`src/design/wsl1_pkg.sv`:
```
// Shared types, constants and helpers of the weighted smooth L1 loss sum unit.
// No dependencies; every other design module but the divider imports it.
package wsl1_pkg;

	localparam int DEF_COUNT_WIDTH = 32;
	localparam int DEF_ACC_WIDTH   = 48;

	localparam int FIELD_W     = 32;
	localparam int LOSS_W      = 48;
	localparam int CFG_INDEX_W = 2;
	localparam int QUEUE_DEPTH = 4;

	// datapath widths of the term computation
	localparam int PROD_W    = 64;              // one 32x32 product
	localparam int MAG_W     = 63;              // clipped term magnitude
	localparam int WIDE_W    = PROD_W + 33;     // split product recombined
	localparam int ACC_SUM_W = 65;              // accumulator plus signed term

	localparam logic [FIELD_W-1:0] SIGMA_SQ_RESET     = 32'h0001_0000;
	localparam logic [FIELD_W-1:0] INV_SIGMA_SQ_RESET = 32'h0001_0000;

	// register indexes on the configuration channel
	localparam logic [CFG_INDEX_W-1:0] REG_SIGMA_SQ     = 2'd0;
	localparam logic [CFG_INDEX_W-1:0] REG_INV_SIGMA_SQ = 2'd1;
	localparam logic [CFG_INDEX_W-1:0] REG_AVERAGE      = 2'd2;

	typedef struct packed {
		logic [FIELD_W-1:0] sigma_sq;
		logic [FIELD_W-1:0] inv_sigma_sq;
		logic               average;
	} cfg_t;

	// one element after classification by the front end
	typedef struct packed {
		logic [FIELD_W-1:0] dmag;      // |prediction - target|
		logic [FIELD_W-1:0] winmag;    // |inside_weight|
		logic [FIELD_W-1:0] woutmag;   // |outside_weight|
		logic               wneg;      // outside_weight < 0
		logic               last;
	} elem_t;

	function automatic logic [FIELD_W-1:0] mag32(input logic [FIELD_W-1:0] x);
		mag32 = x[FIELD_W-1] ? (~x + 1'b1) : x;
	endfunction

endpackage

```
`src/design/wsl1_front.sv`:
```
// Front end: registers one input element and reduces it to magnitudes and signs.
// Depends on wsl1_pkg.
module wsl1_front import wsl1_pkg::*; (
	input  logic               clk,
	input  logic               arst_n,
	input  logic               in_valid,
	output logic               in_ready,
	input  logic [FIELD_W-1:0] prediction,
	input  logic [FIELD_W-1:0] target,
	input  logic [FIELD_W-1:0] inside_weight,
	input  logic [FIELD_W-1:0] outside_weight,
	input  logic               last,
	output logic               out_valid,
	input  logic               out_ready,
	output elem_t              out_elem
);

	logic              v_s1;
	elem_t             elem_s1;
	elem_t             elem_d;
	logic [FIELD_W:0]  diff;

	always_comb begin
		diff           = {prediction[FIELD_W-1], prediction} - {target[FIELD_W-1], target};
		elem_d.dmag    = diff[FIELD_W] ? FIELD_W'(~diff + 1'b1) : diff[FIELD_W-1:0];
		elem_d.winmag  = mag32(inside_weight);
		elem_d.woutmag = mag32(outside_weight);
		elem_d.wneg    = outside_weight[FIELD_W-1];
		elem_d.last    = last;
	end

	assign in_ready  = !v_s1 || out_ready;
	assign out_valid = v_s1;
	assign out_elem  = elem_s1;

	always_ff @(posedge clk or negedge arst_n) begin
		if (!arst_n) begin
			v_s1 <= 1'b0;
		end else if (in_valid && in_ready) begin
			v_s1 <= 1'b1;
		end else if (out_ready) begin
			v_s1 <= 1'b0;
		end
	end

	always_ff @(posedge clk) begin
		if (in_valid && in_ready) begin
			elem_s1 <= elem_d;
		end
	end

endmodule

```
`config.mk`:
```
export PLATFORM = sky130hd
export DESIGN_NAME = wsl1_front
export DESIGN_NICKNAME = d
export VERILOG_FILES = /design/src/design/wsl1_pkg.sv /design/src/design/wsl1_front.sv
export SDC_FILE = /design/constraint.sdc
export NUM_CORES = 1
export LEC_CHECK = 0
export BUFFER_PORTS_ARGS = -buffer_cell sky130_fd_sc_hd__buf_2
export CAP_MARGIN = 10
export CORE_MARGIN = 2
export CORE_UTILIZATION = 40
export DETAILED_ROUTE_END_ITERATION = 10
export MAX_ROUTING_LAYER = met4
export PLACE_DENSITY_LB_ADDON = 0.15
export RECOVER_POWER = 100
export SETUP_SLACK_MARGIN = 0.02
export SYNTH_ARGS = -nofsm -noshare
export SYNTH_HDL_FRONTEND = slang
export SYNTH_SLANG_ARGS = --single-unit
```
`constraint.sdc`:
```
create_clock -name clk -period 3.1 [get_ports clk]
set_clock_uncertainty 0.2 [all_clocks]
set_input_delay 0.31 -clock clk [delete_from_list [all_inputs] [get_ports clk]]
set_output_delay 0.31 -clock clk [all_outputs]
set_load 0.03 [all_outputs]
```
[After elaboration in Yosys (flattened, before gate mapping)]
Cells that the tools add are included.
Widths: inputs -> output; s select.
Cells by class
  bitwise operators: 3
  reductions and logical operators: 4
  add/sub/neg operators: 4
  mux-type cells: 5
Operators with widths (count)
  $add 32x1->32 const B: 3
  $not 32->32: 3
  $mux 31: 2
  $sub 32x32->33: 1
  $mux 32: 1
  $mux 1: 2
  $reduce_bool 2->1: 1
  $logic_and 1x1->1: 1
  $logic_not 1->1: 1
  $logic_or 1x1->1: 1
Storage, ports and cells
  bits of input ports: 133
  output and inout bits: 100
  word-level logic and storage cells: 24
  flip-flop bits (word level): 99

[Logic depth before layout (Yosys ltp)]
Gate-level depths: netlist of run 1.
  depth in word-level cells: 4
  gate-level depth with buffers: 15
  mapped depth without buffers: 14

[Worst setup path before layout of run 1]
No wires, ideal clock.
  path type: input to register
  start point: input prediction[0]
  end point: register elem_s1 (netlist bit out_elem[97]) (data pin)
  setup slack: -0.972 ns
  cell stages on the path: 15
  buffers on the path: 1
  library setup time: 0.262 ns
  arrival time: 3.610 ns
  required time: 2.638 ns
  cells stage by stage: inv_1 ha_1 inv_1 fa_1 a211o_1 a21o_1 nor4_1 nor4_1 a211oi_2 or3b_1 or4_1 buf_2 o41ai_1 a21boi_1 xor2_1
RTL lines
  start, declared: RTL line wsl1_front.sv:8  | input logic [FIELD_W-1:0] prediction,
  end signal, assigned: RTL line wsl1_front.sv:48  | elem_s1 <= elem_d;
  end, declared: RTL line wsl1_front.sv:19  | elem_t elem_s1;

==> results.json, run 1 <==
{
  "ant_nets": 0,
  "clkTransAtPathRegs_ns": 0.07,
  "first_pass_iters": 5,
  "multiInputGateArea_um2": 4620,
  "yosysSeqAreaShare_pct": 40.7,
  "postSynthCellCount": 743,
  "grt_first_pass_wirelength_um": 33500,
  "max_freq_mhz": 274,
  "drc_errors": 0,
  "die_area_um2": 19300,
  "rrSetupSlack_ns": 0.32,
  "ys_ff_latch": 99,
  "slew-limit-headroom_pct": 4.65,
  "fin_cells": 1392,
  "max-cap-violations": 0,
  "root_buffer": "clkbuf_16",
  "synthDistinctLibCells": 76,
  "coreArea_um2": 17900,
  "grt_max_degree": 67,
  "yosysTopAreaCellShare_pct": 40.3,
  "cp_cell_sequence": "buf_8 > inv_12 > ha_4 > inv_2 > fa_2 > a211o_1 > nor3_1 > o221ai_2 > a21oi_2 > o21ai_2 > or3b_4 > or4_4 > o41ai_4 > a21boi_2 > xor2_1",
  "timing.hold.ws_ns": 0.0570,
  "finalSetupTns_ns": -8.12,
  "hold_class": "input port to async pin",
  "layout_common_cells": "buf_4, buf_2, clkbuf_1, edfxtp_1, xnor2_1",
  "slew_viol_final": 0,
  "grtUsageTotal_pct": 21.7,
  "setup-violations-final": 32,
  "period_share_pct": 118,
  "h-tree-depth": 3,
  "yosysTopAreaCell": "edfxtp_1",
  "grt_pass1_vias": 6811,
  "syn_area_um2": 7300,
  "status": "finished with violations",
  "hold_viol_final": 0,
  "cts_tree": "yes",
  "critPathKind": "input port to register",
  "drive_above_1_share_pct": 37.0,
  "wl_per_cell_um": 15.2,
  "critical_path_arrival_ns": 3.54,
  "vdd_drop_max_mv": 0.289,
  "syn_nets": 912,
  "io_pins": 233,
  "critPathTopFamily": "simple AND/OR/NAND/NOR gates",
  "synth.avg_cell_area_um2": 9.82,
  "wl_um": 21100,
  "regArea_um2": 2970,
  "clock_sinks": 99,
  "critical-path-slowest-cell": "or4_4",
  "synth_ff_type": "edfxtp_1",
  "pwr_density_cell_nw_per_um2": 436,
  "die_h_um": 139,
  "layout.nets": 1326,
  "io_buffers": 232,
  "path_buf_inv": 3,
  "synth-async-reset-ratio_pct": 1.01,
  "setup_slack_ns": -0.553,
  "cts_buffer_depth": 2,
  "syn2layout_area_growth_pct": 49.7,
  "fillers": 1605,
  "dp.cells": 1352,
  "final_common_cell": "buf_4",
  "gp_congestion": 0.859,
  "vias_per_cell": 5.05,
  "fp.dieW_um": 139,
  "antenna_found_initial": 1,
  "clock_latency_ns": 0.34,
  "fin_crit_ns": 3.65,
  "critPathMaxFanout": 5,
  "cts_buffers": 9,
  "yosysWarnings": 0,
  "violations": "negative setup slack",
  "initial_core_util_pct": 40.8,
  "netlist_top_cells_area": "edfxtp_1, xnor2_1, ha_1, o21ai_0, nand2_1",
  "fin_util_pct": 61.0,
  "worst_pin_slew_ns": 1.43,
  "cp.required_ns": 2.99,
  "p_leak_nw": 4.44,
  "hpwl_um": 16500,
  "placement_rows": 49,
  "grt-ovfl-total": 0,
  "worst_setup_path_start_kind": "input port",
  "synth_edf_count": 98,
  "drt_iter0_drc": 231,
  "end_kind": "register",
  "route.vias.total": 7033,
  "critical_path.max_stage_delay_ns": 0.60,
  "rsz0062_at_grt": "yes"
}
-- metrics by stage --
stage                     power, W  setup slack, ns  cell area, µm²
final                      0.00476           -0.553           10900
after global routing       0.00502           -0.619           10900
after CTS                  0.00475           -0.503           10800
after detailed placement   0.00360            -1.04           10300
after global placement     0.00357           -0.965           10300
after floorplan            0.00287           -0.732            7720
-- final timing paths --
| check | end | depth (start not counted) | start |
|---|---|---|---|
| min reg2reg | out_valid | 2 | out_valid |
| min | out_valid | 2 | arst_n |
| max reg2reg | out_elem[48] | 3 | out_valid |
| min in group clk | out_valid | 3 | out_ready |
| max in group asynchronous | out_valid | 2 | arst_n |
| max | out_elem[97] | 15 | prediction[0] |
-- where the power goes --
part | internal [W] | switching [W] | leakage, nW | total (W)
clock | 0.000629 | 0.000449 | 0.135 | 0.00108
sequential | 0.00167 | 0.0000340 | 0.945 | 0.00171
combinational | 0.000863 | 0.00111 | 3.35 | 0.00198
-- worst reg2reg max path, delay by kind of cell, from the launching register on --
family	cells	cell delay (ns)
buffers and inverters	1	0.62
flip-flops	1	0.38
AND/OR/NAND/NOR	2	1.19
-- cells by family after synthesis --
family | after synthesis | synth area share, %
AND/OR/NAND/NOR | 227 | 17.1
AO/OA/AOI/OAI | 196 | 18.4
XOR/XNOR | 107 | 12.8
flip-flops | 99 | 40.7
buffers and inverters | 73 | 4.00
adder cells (fa/ha/maj) | 36 | 6.28
multiplexers | 5 | 0.703
-- routing by layer --
layer	share of wire (%)	global-route usage (%)
met1	42	26.7
met4	2.4	6.22
met5	0	-
met3	5.7	3.28
met2	50	37.3
-- cells in the mapped netlist, types with 7 or more instances --
master,n
or4_1,16
o31ai_1,19
xor2_1,23
a31oi_1,8
nand4_1,12
a211oi_1,7
nor4_1,8
nand2_1,57
clkbuf_1,22
o21a_1,7
o41ai_1,9
inv_1,45
a21oi_1,40
nor3_1,17
a21o_1,10
edfxtp_1,98
nand2b_1,9
or3_1,16
and3_1,7
nand3_1,7
nor2_1,29
o21ai_0,51
xnor2_1,84
ha_1,35
or2_2,11
and2_1,13
-- flip-flops by register name, indices dropped and copies added, names as in the netlist --
name / count
out_elem: 98
out_valid: 1
-- layout make-up --
type                    instances  area share [%]
clock inverters                 2           0.355
clock buffers                  14            2.23
multi-input cells             572            42.3
repair buffers                430            23.6
diodes                          1          0.0229
well taps                     229            2.62
flip-flops and latches         99            27.2
inverters                      45            1.73
-- repair_timing --
item / CTS / global route
setup endpoints to repair: 31 / 31
gates resized for setup: 22 / 53
pin swaps: 13 / 19
hold buffers: 4 / 0
cloned: 2 / 0
hold endpoints to repair: 4 / 0
buffers inserted: 11 / 6
Note: power is estimated with default switching activity, not from simulation.
==> run 2: changes to the inputs <==
--- a/config.mk
+++ b/config.mk
@@ -7,7 +7,7 @@
 export LEC_CHECK = 0
 export BUFFER_PORTS_ARGS = -buffer_cell sky130_fd_sc_hd__buf_2
 export CAP_MARGIN = 10
-export CORE_MARGIN = 2
+export CORE_MARGIN = 1.5
 export CORE_UTILIZATION = 40
 export DETAILED_ROUTE_END_ITERATION = 10
 export MAX_ROUTING_LAYER = met4
@@ -17,3 +17,4 @@
 export SYNTH_ARGS = -nofsm -noshare
 export SYNTH_HDL_FRONTEND = slang
 export SYNTH_SLANG_ARGS = --single-unit
+export TNS_END_PERCENT = 20
==> results.json, run 2 (same netlist as run 1, synthesis figures left out) <==
{
  "pwr_density_cell_nw_per_um2": 428,
  "grt-ovfl-total": 0,
  "setup_slack_ns": -0.515,
  "layout.nets": 1326,
  "critPathMaxFanout": 5,
  "worst_setup_path_start_kind": "input port",
  "status": "finished with violations",
  "clock_sinks": 99,
  "grtUsageTotal_pct": 20.9,
  "layout_common_cells": "buf_2, buf_4, edfxtp_1, xnor2_1, nand2_1",
  "final_common_cell": "buf_2",
  "grt_first_pass_wirelength_um": 32000,
  "hold_class": "input port to async pin",
  "multiInputGateArea_um2": 4400,
  "cts_tree": "yes",
  "coreArea_um2": 17900,
  "cp_cell_sequence": "buf_8 > inv_12 > ha_4 > inv_2 > fa_2 > a211o_4 > a21o_1 > nor4_2 > nor4_2 > a211oi_2 > or3b_4 > or4_4 > or2_4 > o31ai_4 > xnor2_1",
  "max-cap-violations": 0,
  "io_pins": 233,
  "finalSetupTns_ns": -7.16,
  "critPathKind": "input port to register",
  "ant_nets": 0,
  "gp_congestion": 0.882,
  "drive_above_1_share_pct": 44.4,
  "fillers": 1585,
  "cts_buffer_depth": 2,
  "die_h_um": 138,
  "critical_path.max_stage_delay_ns": 0.51,
  "largest_reg_flops": 98,
  "timing.hold.ws_ns": 0.0653,
  "p_leak_nw": 4.69,
  "place_area_um2": 10200,
  "max_freq_mhz": 277,
  "drc_errors": 0,
  "antenna_found_initial": 0,
  "die_area_um2": 19100,
  "power_w": 0.00463,
  "diodes": 0,
  "vias_per_cell": 5.07,
  "drt_iter0_drc": 236,
  "first_pass_iters": 4,
  "violations": "negative setup slack",
  "rsz0062_at_grt": "yes",
  "cp.required_ns": 2.99,
  "end_kind": "register",
  "route.vias.total": 7047,
  "grt_pass1_vias": 6641,
  "wl_per_cell_um": 14.4,
  "worst_pin_slew_ns": 0.606,
  "slew_viol_final": 0,
  "period_share_pct": 117,
  "h-tree-depth": 3,
  "fp.dieW_um": 138,
  "wl_um": 20100,
  "regArea_um2": 2970,
  "cts_buffers": 9,
  "clock_latency_ns": 0.34,
  "setup-violations-final": 31,
  "hpwl_um": 16300,
  "clkTransAtPathRegs_ns": 0.07,
  "critPathTopFamily": "simple AND/OR/NAND/NOR gates",
  "fin_area_um2": 10800,
  "hold_viol_final": 0,
  "root_buffer": "clkbuf_16",
  "vdd_drop_max_mv": 0.367,
  "syn2layout_area_growth_pct": 48.3,
  "critical_path_arrival_ns": 3.51,
  "path_buf_inv": 3,
  "placement_rows": 49,
  "critical-path-slowest-cell": "or4_4",
  "initial_core_util_pct": 40.8,
  "dp_slack_ns": -1.02,
  "slew-limit-headroom_pct": 59.2,
  "io_buffers": 232,
  "grt_max_degree": 65,
  "fin_crit_ns": 3.61,
  "cp_common_cell": "nor4_2"
}
## run 2: cell types whose count changed in the layout (fill, tap and decap cells not counted), moves of 5 or more
cell / previous run / this run
buf_4: 171 / 188
buf_2: 124 / 230
buf_6: 10 / 5
o21ai_0: 38 / 43
inv_1: 38 / 43
nor2_1: 22 / 27
o21ai_2: 9 / 1
clkbuf_1: 119 / 1
## run 2: power by group
group	internal, W	switching, W	total, W
Sequential	0.00167	0.0000293	0.00170
Combinational	0.000841	0.00105	0.00189
Clock	0.000550	0.000490	0.00104
## run 2: layer usage
metal	GRT usage, %	wire [µm]	vias up
met5	-	0	-
met4	5.82	313	0
met3	2.63	955	18
met2	36.4	10200	196
met1	25.6	8590	3231
li1	-	-	3602
## run 2: through the flow
step           instances  util, %
3_5_place_dp        1361     56.9
3_3_place_gp        1361     56.9
4_1_cts             1393     59.9
5_1_grt             1391     60.4
2_1_floorplan        743        -
6_report            1391     60.4
## run 2: path summary, 6_finish.rpt
check / start / to / slack, ns / cells after the start
worst max-delay path: prediction[0] / out_elem[96] / -0.51 / 15
worst min-delay path: arst_n / out_valid / 0.07 / 2
worst max register to register: out_valid / out_elem[55] / 1.22 / 3
worst min register to register: out_valid / out_valid / 0.33 / 2
max in group asynchronous: arst_n / out_valid / 2.54 / 2
min in group clk: out_ready / out_valid / 0.07 / 3
## run 2: cell type report
| type | instances | share of cell area (%) |
|---|---|---|
| sequential | 99 | 27.4 |
| inverter | 45 | 1.68 |
| timing repair buffer | 431 | 25.0 |
| multi-input combinational | 571 | 40.7 |
| clock buffer | 9 | 2.08 |
| tap | 229 | 2.65 |
| clock inverter | 7 | 0.486 |
## run 2: timing repair
item | 4_1_cts | 5_1_grt
setup buffers | 12 | 2
endpoints found under the setup margin | 34 | 41
hold buffers | 4 | 0
gates resized for setup | 27 | 26
pin swaps | 8 | 11
hold endpoints to repair | 4 | 0
==> run 3: changes to the inputs <==
--- a/config.mk
+++ b/config.mk
@@ -13,6 +13,7 @@
 export MAX_ROUTING_LAYER = met4
 export PLACE_DENSITY_LB_ADDON = 0.15
 export RECOVER_POWER = 100
+export REMOVE_ABC_BUFFERS = 1
 export SETUP_SLACK_MARGIN = 0.02
 export SYNTH_ARGS = -nofsm -noshare
 export SYNTH_HDL_FRONTEND = slang
==> results.json, run 3 (same netlist as run 1, synthesis figures left out) <==
{
  "fin_area_um2": 10700,
  "critPathKind": "input port to register",
  "worst_pin_slew_ns": 1.85,
  "drc_errors": 0,
  "clockPowerShare_pct": 24.8,
  "timing.hold.ws_ns": 0.0663,
  "end_kind": "register",
  "antenna_found_initial": 0,
  "io_pins": 233,
  "clock_latency_ns": 0.33,
  "p_comb_share_pct": 39.3,
  "seq_power_share_pct": 36.0,
  "gp_congestion": 0.850,
  "wl_um": 20500,
  "finalSetupTns_ns": -7.02,
  "hold_viol_final": 0,
  "dp.cells": 1359,
  "clkTransAtPathRegs_ns": 0.07,
  "cp_cell_sequence": "buf_2 > ha_1 > and4_2 > and3_1 > or4_4 > a2111o_1 > and3_1 > or3_1 > a211o_1 > o41ai_4 > a21boi_2 > xor2_1",
  "critical-path-slowest-cell": "or4_4",
  "hold_class": "input port to async pin",
  "fin_util_pct": 59.7,
  "grt_max_degree": 42,
  "max-cap-violations": 1,
  "grt-busiest-layer": "met2",
  "slew_viol_final": 41,
  "root_buffer": "clkbuf_16",
  "worst_setup_path_start_kind": "input port",
  "place_area_um2": 10000,
  "route.vias.total": 7086,
  "fin_cells": 1386,
  "hpwl_um": 16100,
  "first_pass_iters": 4,
  "setup-violations-final": 19,
  "vias_per_cell": 5.11,
  "grtUsageTotal_pct": 21.3,
  "max_freq_mhz": 271,
  "critPathTopFamily": "simple AND/OR/NAND/NOR gates",
  "period_share_pct": 119,
  "rsz0062_at_grt": "yes",
  "initial_core_util_pct": 40.8,
  "slew-limit-headroom_pct": -23.3,
  "cts_buffer_depth": 2,
  "netSwitchingPower_w": 0.00156,
  "pwr_density_cell_nw_per_um2": 445,
  "path_buf_inv": 1,
  "critical_path.max_stage_delay_ns": 0.53,
  "internal_power_w": 0.00319,
  "placement_rows": 49,
  "status": "finished with violations",
  "switching_share_pct": 32.9,
  "cp.required_ns": 2.99,
  "layout.nets": 1321,
  "clock_sinks": 99,
  "io_buffers": 232,
  "grt_first_pass_wirelength_um": 32600,
  "critPathMaxFanout": 4,
  "fp.dieW_um": 138,
  "vdd_drop_max_mv": 0.451,
  "violations": "max-capacitance violations, max-slew violations, negative setup slack",
  "h-tree-depth": 3,
  "layout_common_cells": "buf_4, buf_2, clkbuf_1, edfxtp_1, xnor2_1",
  "cp_common_cell": "and3_1",
  "critical_path_arrival_ns": 3.58,
  "final_common_cell": "buf_4",
  "setup_slack_ns": -0.590,
  "p_leak_nw": 4.38,
  "drive_above_1_share_pct": 34.7,
  "fin_crit_ns": 3.69,
  "largest_reg_flops": 98,
  "diodes": 0,
  "ant_nets": 0,
  "grt-ovfl-total": 0,
  "die_area_um2": 19100,
  "drt_iter0_drc": 244,
  "syn2layout_area_growth_pct": 46.5,
  "met3_usage_pct": 2.98,
  "grt_pass1_vias": 6740,
  "wl_per_cell_um": 14.8,
  "use_met2_pct": 37.3,
  "die_h_um": 138,
  "grt_use_met1_pct": 26.0,
  "coreArea_um2": 17900,
  "cts_buffers": 9,
  "cts_tree": "yes"
}
-- run 3: changes by cell type in the layout (fill, tap and decap cells not counted), sizes merged --
cell / change
buf: -120
bufinv: +2
clkbuf: +115
clkinv: +1
clkinvlp: -2
inv: -1
-- run 3: routing by layer --
metal | vias to the layer above | share of wire [%]
li1 | 3584 | -
met1 | 3244 | 42
met2 | 231 | 50
met3 | 27 | 5.7
met4 | 0 | 1.7
met5 | - | 0
-- run 3: stage by stage --
step,setup WS (ns),total power [W]
floorplan,-0.984,0.00276
global placement,-1.14,0.00349
detailed placement,-1.22,0.00351
CTS,-0.555,0.00476
global route,-0.725,0.00500
finish,-0.590,0.00475
-- run 3: worst paths after layout --
kind                          startpoint      endpoint  slack, ns  cells after the start
min in group clk               out_ready     out_valid       0.07                      3
hold reg to reg                out_valid     out_valid       0.33                      2
hold / removal                    arst_n     out_valid       0.07                      2
setup / recovery           prediction[8]  out_elem[97]      -0.59                     12
setup reg to reg               out_valid   out_elem[0]       0.23                      3
max in group asynchronous         arst_n     out_valid       2.54                      2
-- run 3: repair_timing --
| item | CTS | global route |
|---|---|---|
| buffers inserted | 4 | 3 |
| resized for setup | 63 | 37 |
| endpoints found under the hold margin | 4 | 0 |
| setup endpoints to repair | 35 | 39 |
| hold buffers | 4 | 0 |
| pin swaps | 20 | 8 |
-- run 3: final cells by class --
type,instances,area [µm²]
clock buffers,9,225
clock inverters,7,90.1
fillers,1612,7210
inverters,45,174
multi-input cells,571,4440
flip-flops and latches,99,2970
well taps,229,287
repair buffers,426,2510
-- run 3: power groups by stage --
stage / Sequential (W) / Combinational (W) / Clock, W
final: 0.00171 / 0.00187 / 0.00118
after global routing: 0.00172 / 0.00203 / 0.00125
after CTS: 0.00171 / 0.00186 / 0.00120
after detailed placement: 0.00173 / 0.00178 / 0
after global placement: 0.00173 / 0.00176 / 0
after floorplan: 0.00201 / 0.000754 / 0
